File: config.mk
export PLATFORM = sky130hd
export DESIGN_NAME = connection_aging_table
export DESIGN_NICKNAME = d
export VERILOG_FILES = /design/src/hdl/cat_pkg.sv /design/src/hdl/connection_aging_table.sv /design/src/hdl/cat_cell.sv
export VERILOG_INCLUDE_DIRS = /design/src /design/src/hdl
export SDC_FILE = /design/constraint.sdc
export NUM_CORES = 2
export LEC_CHECK = 0
export BUFFER_PORTS_ARGS = -buffer_cell sky130_fd_sc_hd__buf_2
export CAP_MARGIN = 10
export CORE_MARGIN = 1
export CORE_UTILIZATION = 35
export CTS_CLUSTER_DIAMETER = 80
export DETAILED_ROUTE_END_ITERATION = 10
export GPL_TIMING_DRIVEN = 0
export MAX_ROUTING_LAYER = met4
export PLACE_DENSITY_LB_ADDON = 0.08
export SYNTH_ARGS = -nofsm -noshare
export SYNTH_HDL_FRONTEND = slang
export SYNTH_HIERARCHICAL = 1
export SYNTH_SLANG_ARGS = --single-unit
File: constraint.sdc
create_clock -name clk -period 19.5 [get_ports clk]
set_clock_uncertainty 0.15 [all_clocks]
set_input_delay 1.95 -clock clk [delete_from_list [all_inputs] [get_ports clk]]
set_output_delay 1.95 -clock clk [all_outputs]
set_load 0.005 [all_outputs]
File: src/hdl/assert_macros.svh
// Assertion helpers for the RTL; connection_aging_table.sv includes them.
`ifndef ASSERT_MACROS_SVH
`define ASSERT_MACROS_SVH

// Same-cycle implication, disabled during reset.
`define ASSERT_IMP(label, clk, rst, ante, cons, msg) \
  label: assert property (@(posedge clk) disable iff (rst) (ante) |-> (cons)) \
    else $error(msg);

// Next-cycle implication, disabled during reset.
`define ASSERT_NXT(label, clk, rst, ante, cons, msg) \
  label: assert property (@(posedge clk) disable iff (rst) (ante) |=> (cons)) \
    else $error(msg);

`endif

File: src/hdl/cat_pkg.sv
package cat_pkg;

  localparam int CAPACITY_DEF = 16;
  localparam int ID_BITS_DEF  = 16;

  localparam int FUNC_W    = 2;
  localparam int CONN_W    = 16;
  localparam int STATUS_W  = 2;
  localparam int TIMEOUT_W = 16;
  localparam int AGE_W     = 17;
  localparam int OUT_DATA_W = 24;

  localparam logic [TIMEOUT_W-1:0] TIMEOUT_RST = 16'd30;

  localparam logic [FUNC_W-1:0] FUNC_INSERT = 2'd0;
  localparam logic [FUNC_W-1:0] FUNC_DELETE = 2'd1;
  localparam logic [FUNC_W-1:0] FUNC_TICK   = 2'd2;

  localparam logic [STATUS_W-1:0] STATUS_OK        = 2'd0;
  localparam logic [STATUS_W-1:0] STATUS_PRESENT   = 2'd1;
  localparam logic [STATUS_W-1:0] STATUS_FULL      = 2'd2;
  localparam logic [STATUS_W-1:0] STATUS_NOT_FOUND = 2'd3;

  typedef enum logic [1:0] {
    ST_IDLE,
    ST_EXEC,
    ST_EVICT
  } state_t;

  typedef enum logic [2:0] {
    CELL_NOP,
    CELL_INSERT,
    CELL_DELETE,
    CELL_AGE,
    CELL_EVICT
  } cell_op_t;

  typedef struct packed {
    cell_op_t               op;
    logic                   wr_ok;
    logic [TIMEOUT_W-1:0]   timeout;
  } cell_cmd_t;

endpackage

File: src/hdl/connection_aging_table.sv
// Insert, delete and unused codes: the input is registered on acceptance, EXEC registers
// the result once the output slot is free, and the next input is taken after that.
// Tick: EXEC ages every entry, then EVICT gives one eviction result per cycle while the
// output is not stalled, limited by the one-entry compaction of the cell row per cycle.
// Reset (synchronous): all entries invalid, timeout back to 30.
`include "assert_macros.svh"

module connection_aging_table #(
  parameter int CAPACITY = cat_pkg::CAPACITY_DEF,
  parameter int ID_BITS  = cat_pkg::ID_BITS_DEF
) (
  input  logic                              clk,
  input  logic                              rst,
  input  logic                              cfg_we,
  input  logic [cat_pkg::TIMEOUT_W-1:0]     cfg_wdata,
  input  logic                              s_tvalid,
  output logic                              s_tready,
  input  logic [cat_pkg::CONN_W-1:0]        s_tdata,   // conn_id
  input  logic [cat_pkg::FUNC_W-1:0]        s_tuser,   // func
  output logic                              m_tvalid,
  input  logic                              m_tready,
  output logic [cat_pkg::OUT_DATA_W-1:0]    m_tdata,   // status, evicted_id, zero fill
  output logic                              m_tuser,   // evicted_valid
  output logic                              m_tlast
);

  cat_pkg::state_t                 state, state_next;
  logic [cat_pkg::TIMEOUT_W-1:0]   timeout;
  logic [cat_pkg::FUNC_W-1:0]      op_func;
  logic [ID_BITS-1:0]              op_key;

  logic [cat_pkg::STATUS_W-1:0]    out_status, out_status_next;
  logic [cat_pkg::CONN_W-1:0]      out_id, out_id_next;
  logic                            out_evv, out_evv_next;
  logic                            out_last, out_last_next;
  logic                            load;
  logic                            slot_free;

  cat_pkg::cell_cmd_t              cmd;
  logic [CAPACITY-1:0]             valid_vec;
  logic [ID_BITS-1:0]              ids [CAPACITY];
  logic [cat_pkg::AGE_W-1:0]       ages [CAPACITY];
  logic [CAPACITY:0]               chain;
  logic [CAPACITY-1:0]             first_vec;
  logic [CAPACITY-1:0]             more_vec;
  logic                            found;
  logic                            full;
  logic                            more_any;
  logic [ID_BITS-1:0]              ev_id;
  logic                            evict_fire;

  assign chain[0]  = 1'b0;
  assign found     = chain[CAPACITY];
  assign full      = valid_vec[CAPACITY-1];
  assign more_any  = |more_vec;
  assign slot_free = !m_tvalid || m_tready;
  assign s_tready  = (state == cat_pkg::ST_IDLE);

  genvar gi;
  generate
    for (gi = 0; gi < CAPACITY; gi++) begin : g_row
      logic                      pv;
      logic                      nv;
      logic [ID_BITS-1:0]        nid;
      logic [cat_pkg::AGE_W-1:0] nage;
      if (gi == 0) begin : g_head
        assign pv = 1'b1;
      end else begin : g_body
        assign pv = valid_vec[gi-1];
      end
      if (gi == CAPACITY - 1) begin : g_tail
        assign nv   = 1'b0;
        assign nid  = '0;
        assign nage = '0;
      end else begin : g_link
        assign nv   = valid_vec[gi+1];
        assign nid  = ids[gi+1];
        assign nage = ages[gi+1];
      end
      cat_cell #(
        .ID_BITS(ID_BITS)
      ) u_cell (
        .clk       (clk),
        .rst       (rst),
        .cmd       (cmd),
        .key       (op_key),
        .prev_valid(pv),
        .nxt_valid (nv),
        .nxt_id    (nid),
        .nxt_age   (nage),
        .chain_in  (chain[gi]),
        .valid     (valid_vec[gi]),
        .id        (ids[gi]),
        .age       (ages[gi]),
        .chain_out (chain[gi+1]),
        .hit_first (first_vec[gi]),
        .hit_more  (more_vec[gi])
      );
    end
  endgenerate

  // At most one cell flags itself as the first hit, so an OR picks its handle.
  always_comb begin
    ev_id = '0;
    for (int i = 0; i < CAPACITY; i++) begin
      ev_id = ev_id | (first_vec[i] ? ids[i] : '0);
    end
  end

  always_comb begin
    state_next      = state;
    cmd.op          = cat_pkg::CELL_NOP;
    cmd.wr_ok       = !found && !full;
    cmd.timeout     = timeout;
    load            = 1'b0;
    out_status_next = cat_pkg::STATUS_OK;
    out_id_next     = '0;
    out_evv_next    = 1'b0;
    out_last_next   = 1'b1;
    evict_fire      = 1'b0;
    case (state)
      cat_pkg::ST_IDLE: begin
        if (s_tvalid) begin
          state_next = cat_pkg::ST_EXEC;
        end
      end
      cat_pkg::ST_EXEC: begin
        if (op_func == cat_pkg::FUNC_TICK) begin
          cmd.op     = cat_pkg::CELL_AGE;
          state_next = cat_pkg::ST_EVICT;
        end else if (slot_free) begin
          load       = 1'b1;
          state_next = cat_pkg::ST_IDLE;
          if (op_func == cat_pkg::FUNC_INSERT) begin
            cmd.op = cat_pkg::CELL_INSERT;
            if (found) begin
              out_status_next = cat_pkg::STATUS_PRESENT;
            end else if (full) begin
              out_status_next = cat_pkg::STATUS_FULL;
            end
          end else if (op_func == cat_pkg::FUNC_DELETE) begin
            cmd.op = cat_pkg::CELL_DELETE;
            if (!found) begin
              out_status_next = cat_pkg::STATUS_NOT_FOUND;
            end
          end
        end
      end
      cat_pkg::ST_EVICT: begin
        if (slot_free) begin
          cmd.op = cat_pkg::CELL_EVICT;
          load   = 1'b1;
          if (chain[CAPACITY]) begin
            evict_fire    = 1'b1;
            out_evv_next  = 1'b1;
            out_id_next   = cat_pkg::CONN_W'(ev_id);
            out_last_next = !more_any;
            if (!more_any) begin
              state_next = cat_pkg::ST_IDLE;
            end
          end else begin
            state_next = cat_pkg::ST_IDLE;
          end
        end
      end
      default: begin
        state_next = cat_pkg::ST_IDLE;
      end
    endcase
  end

  always_ff @(posedge clk) begin
    if (rst) begin
      state    <= cat_pkg::ST_IDLE;
      timeout  <= cat_pkg::TIMEOUT_RST;
      m_tvalid <= 1'b0;
    end else begin
      state <= state_next;
      if (cfg_we) begin
        timeout <= cfg_wdata;
      end
      if (load) begin
        m_tvalid <= 1'b1;
      end else if (m_tready) begin
        m_tvalid <= 1'b0;
      end
    end
  end

  always_ff @(posedge clk) begin
    if (s_tvalid && s_tready) begin
      op_func <= s_tuser;
      op_key  <= ID_BITS'(s_tdata);
    end
    if (load) begin
      out_status <= out_status_next;
      out_id     <= out_id_next;
      out_evv    <= out_evv_next;
      out_last   <= out_last_next;
    end
  end

  assign m_tdata = {(cat_pkg::OUT_DATA_W - cat_pkg::CONN_W - cat_pkg::STATUS_W)'(0),
                    out_id, out_status};
  assign m_tuser = out_evv;
  assign m_tlast = out_last;

  `ASSERT_IMP(a_packed, clk, rst, 1'b1,
              (valid_vec & (valid_vec + CAPACITY'(1))) == '0, "table not packed")
  `ASSERT_NXT(a_evict_one, clk, rst, evict_fire,
              $countones(valid_vec) == $past($countones(valid_vec)) - 1,
              "eviction did not drop one entry")
  `ASSERT_IMP(a_more_in_evict, clk, rst, m_tvalid && !m_tlast,
              state == cat_pkg::ST_EVICT, "non-final result outside eviction")

endmodule

File: src/hdl/cat_cell.sv
module cat_cell #(
  parameter int ID_BITS = cat_pkg::ID_BITS_DEF
) (
  input  logic                      clk,
  input  logic                      rst,
  input  cat_pkg::cell_cmd_t        cmd,
  input  logic [ID_BITS-1:0]        key,
  input  logic                      prev_valid,
  input  logic                      nxt_valid,
  input  logic [ID_BITS-1:0]        nxt_id,
  input  logic [cat_pkg::AGE_W-1:0] nxt_age,
  input  logic                      chain_in,
  output logic                      valid,
  output logic [ID_BITS-1:0]        id,
  output logic [cat_pkg::AGE_W-1:0] age,
  output logic                      chain_out,
  output logic                      hit_first,
  output logic                      hit_more
);

  logic                      sel;
  logic [cat_pkg::AGE_W-1:0] limit;
  logic                      take_nxt;
  logic                      put_new;
  logic                      do_age;

  assign limit = {1'b0, cmd.timeout} + cat_pkg::AGE_W'(1);

  always_comb begin
    case (cmd.op)
      cat_pkg::CELL_INSERT, cat_pkg::CELL_DELETE: sel = valid && (id == key);
      cat_pkg::CELL_EVICT: sel = valid && (age > {1'b0, cmd.timeout});
      default: sel = 1'b0;
    endcase
  end

  // On a delete or an eviction, once the selected entry is found, it and every entry
  // after it take the contents of their right neighbor, which keeps the row packed.
  assign chain_out = chain_in | sel;
  assign hit_first = sel & ~chain_in;
  assign hit_more  = sel & chain_in;

  assign take_nxt = ((cmd.op == cat_pkg::CELL_DELETE) || (cmd.op == cat_pkg::CELL_EVICT))
                    && chain_out;
  assign put_new  = (cmd.op == cat_pkg::CELL_INSERT) && cmd.wr_ok && !valid && prev_valid;
  assign do_age   = (cmd.op == cat_pkg::CELL_AGE) && valid;

  always_ff @(posedge clk) begin
    if (rst) begin
      valid <= 1'b0;
    end else if (take_nxt) begin
      valid <= nxt_valid;
    end else if (put_new) begin
      valid <= 1'b1;
    end
  end

  always_ff @(posedge clk) begin
    if (take_nxt) begin
      id  <= nxt_id;
      age <= nxt_age;
    end else if (put_new) begin
      id  <= key;
      age <= '0;
    end else if (do_age) begin
      age <= (age >= limit) ? limit : age + cat_pkg::AGE_W'(1);
    end
  end

endmodule

==> impl_metrics.toml <==
[synth]
ys_warn_count = 6
async_flop_share = 0
synth_flop_cell = "edfxtp_1"
ys_types = 84
synth_area_sq_um = 57400
ys_ff_latch = 601
yosysMostFrequentCell = "edfxtp_1"
ys_seq_area_frac = 0.308
syn_area_per_cell_sq_um = 10.2
synthCells = 5630
synth_edf_count = 566
ys_top_cells_by_count = "edfxtp_1 (566), ha_1 (563), xnor2_1 (519)"
synth.top_cells.by_area = "edfxtp_1 (30%), ha_1 (12%), xnor2_1 (7.9%), mux2_4 (7.0%), xor2_1 (3.3%)"
synth.top_cell.area_share = 0.296
synth_top_cell_by_area = "edfxtp_1"

[critical_path]
r2r-start = "timeout[2]"
slowest_stage = "nand2_1"
crit_end = "g_row[15].u_cell/id[9]"
worstSetupStartpointType = "input pin"
cp-startpoint = "m_tready"
worstPathRequired_ns = 19.65
crit_path_end_kind = "flop"
crit_path_frequent_cell = "or2_2"
rrSetupSlack_ns = 6.84
cp_slowest_stage_delay_ns = 0.98
worstPathMaxFanout = 29
r2r_cells = 31
arrival_ns = 13.44
rr_endpoint = "g_row[15].u_cell/id[9]"
critPathKind = "input pin to flop"

[floorplanning]
die_area_sq_um = 166000
pin_count = 67
die_w_microns = 407
fp.dieH_microns = 407
rows = 148
core_sq_um = 163000
start_util = 0.353

[sta]
slew_violations = 0
setup_viol = 0
timing.final.crit_share = 0.681
fin_tns_setup_ns = 0
clock.fmax_mhz = 75.3
fin_crit_ns = 13.28
tightestPinTransition_ns = 1.14
grt_setup_unrepaired = "no"
slew_headroom = 0.240
hold_viol = 0

[power]
power_leakage_nw = 24.5
power_density_nw_per_um2 = 56.9
p_total_mw = 3.68
peakVddDrop_uv = 58.0

[clock_tree]
clock_latency_ns = 0.71
cts_inserted_buffers = 85
tritoncts = "built"
clkSinkCount = 601
postCtsHoldBufs = 0
cts_root_buf = "clkbuf_16"
clock_path_buffers = 3
clkTransAtPathRegs_ns = 0.06
cts_setup_buffers = 0
cts_resized = 0
h-tree-depth = 3

[drt]
vias_per_cell = 5.57
wirelength_microns = 209000
dr.pass1.iters = 6
antenna_left = 0
drc = 0
avgRoutedWirePerCell_microns = 25.7
initialDrtViolationCount = 3318
vias = 45200

[final_layout]
area_delta_synth_final_pct = 12.8
fin_nets = 6484
drive_gt1_frac = 0.161
final_cell_area_sq_um = 64800

[global_routing]
antenna_found_initial = 9
grt_start_max_net_pins = 60
gr-total-overflow = 0
grt_pass1_wl_microns = 307000
grt_pass1_vias = 45400
track_usage = 0.256

[placement]
dp_hpwl_microns = 163000
gp_congestion = 0.961
numPortBuffers = 59
placed_area_sq_um = 62000

[flow_run]
maxCapViolations = 0

[hold_path]
min_from = "state[1]"
hold_class = "flop to flop"

[status]
status = "finished clean"
-- power breakdown --
group | switching (mW) | leakage [nW] | internal [mW]
logic | 0.313 | 17.8 | 0.282
clock network | 0.648 | 1.35 | 0.942
registers | 0.0620 | 5.41 | 1.44
-- logic make-up (layout without fill, tap and decap cells) --
kind of cell | count (synthesis) | in the layout | synth area share
buf+inv | 522 | 799 | 0.0468
compound gates | 900 | 900 | 0.119
simple gates | 1722 | 1722 | 0.161
fa+ha+maj | 563 | 563 | 0.123
mux | 585 | 585 | 0.130
xor+xnor | 735 | 735 | 0.112
other cells | 2 | 48 | 0.000131
flops | 601 | 601 | 0.308
-- metrics by stage --
step | util | setup slack (ns) | std cells | hold WS [ns]
after detailed placement | 0.381 | 5.38 | 7970 | 0.330
after CTS | 0.398 | 6.11 | 8127 | 0.336
after global routing | 0.398 | 5.65 | 8128 | 0.372
after floorplan | - | 5.36 | 5675 | 0.301
final | 0.398 | 6.22 | 8128 | 0.337
after global placement | 0.372 | -1.98 | 7909 | 0.321
-- routing by layer --
layer | GRT usage | vias up | wire [microns] | share of wire
met4 | 0.0855 | 0 | 7010 | 0.034
met5 | - | - | 0 | 0
met2 | 0.440 | 1157 | 103000 | 0.49
met1 | 0.314 | 22200 | 90300 | 0.43
met3 | 0.0248 | 288 | 8560 | 0.041
li1 | - | 21600 | - | -
-- layout make-up --
class	instances	area (sq um)
clock inverter	41	440
clock buffer	116	2360
tap	2175	2720
sequential	601	17800
multi-input combinational	4552	37200
fill	16100	98000
inverter	358	1340
antenna	1	2.50
buffer	164	1340
timing repair buffer	120	1560
-- sequential cells by signal, indices dropped and copies added, names as in the netlist, 2 cells and up --
register	count
op_key	16
timeout	16
g_row.u_cell/age	272
g_row.u_cell/valid	16
g_row.u_cell/id	256
state	2
op_func	2
out_status	2
out_id	16
-- how the worst min path moves through the flow --
stage	slack, ns	to	depth (start not counted)
after global routing	0.37	state[1]	2
after floorplan	0.30	state[1]	2
after global placement	0.32	state[1]	2
after detailed placement	0.33	state[1]	2
after CTS	0.34	state[1]	2
final	0.34	state[1]	2
-- layout by cell type, fill, tap and decap left out, drive strengths merged, types with 49 or more instances in the layout --
cell type and count:
a211oi 129, a21o 64, a21oi 173, a221oi 49, a22o 133, a31o 73, buf 228, clkbuf 172
edfxtp 566, ha 563, inv 354, mux2 467, mux2i 118, nand2 319, nand3 246, nand4 179
nor2 363, nor2b 55, nor3 184, nor4 95, o21ai 83, xnor2 519, xor2 216
-- worst max-delay path, delay by kind of cell --
kind / cells / cell delay (ns)
compound gates: 3 / 0.57
simple gates: 26 / 9.44
buf+inv: 5 / 1.28
Power figures use the tool's default switching activity.
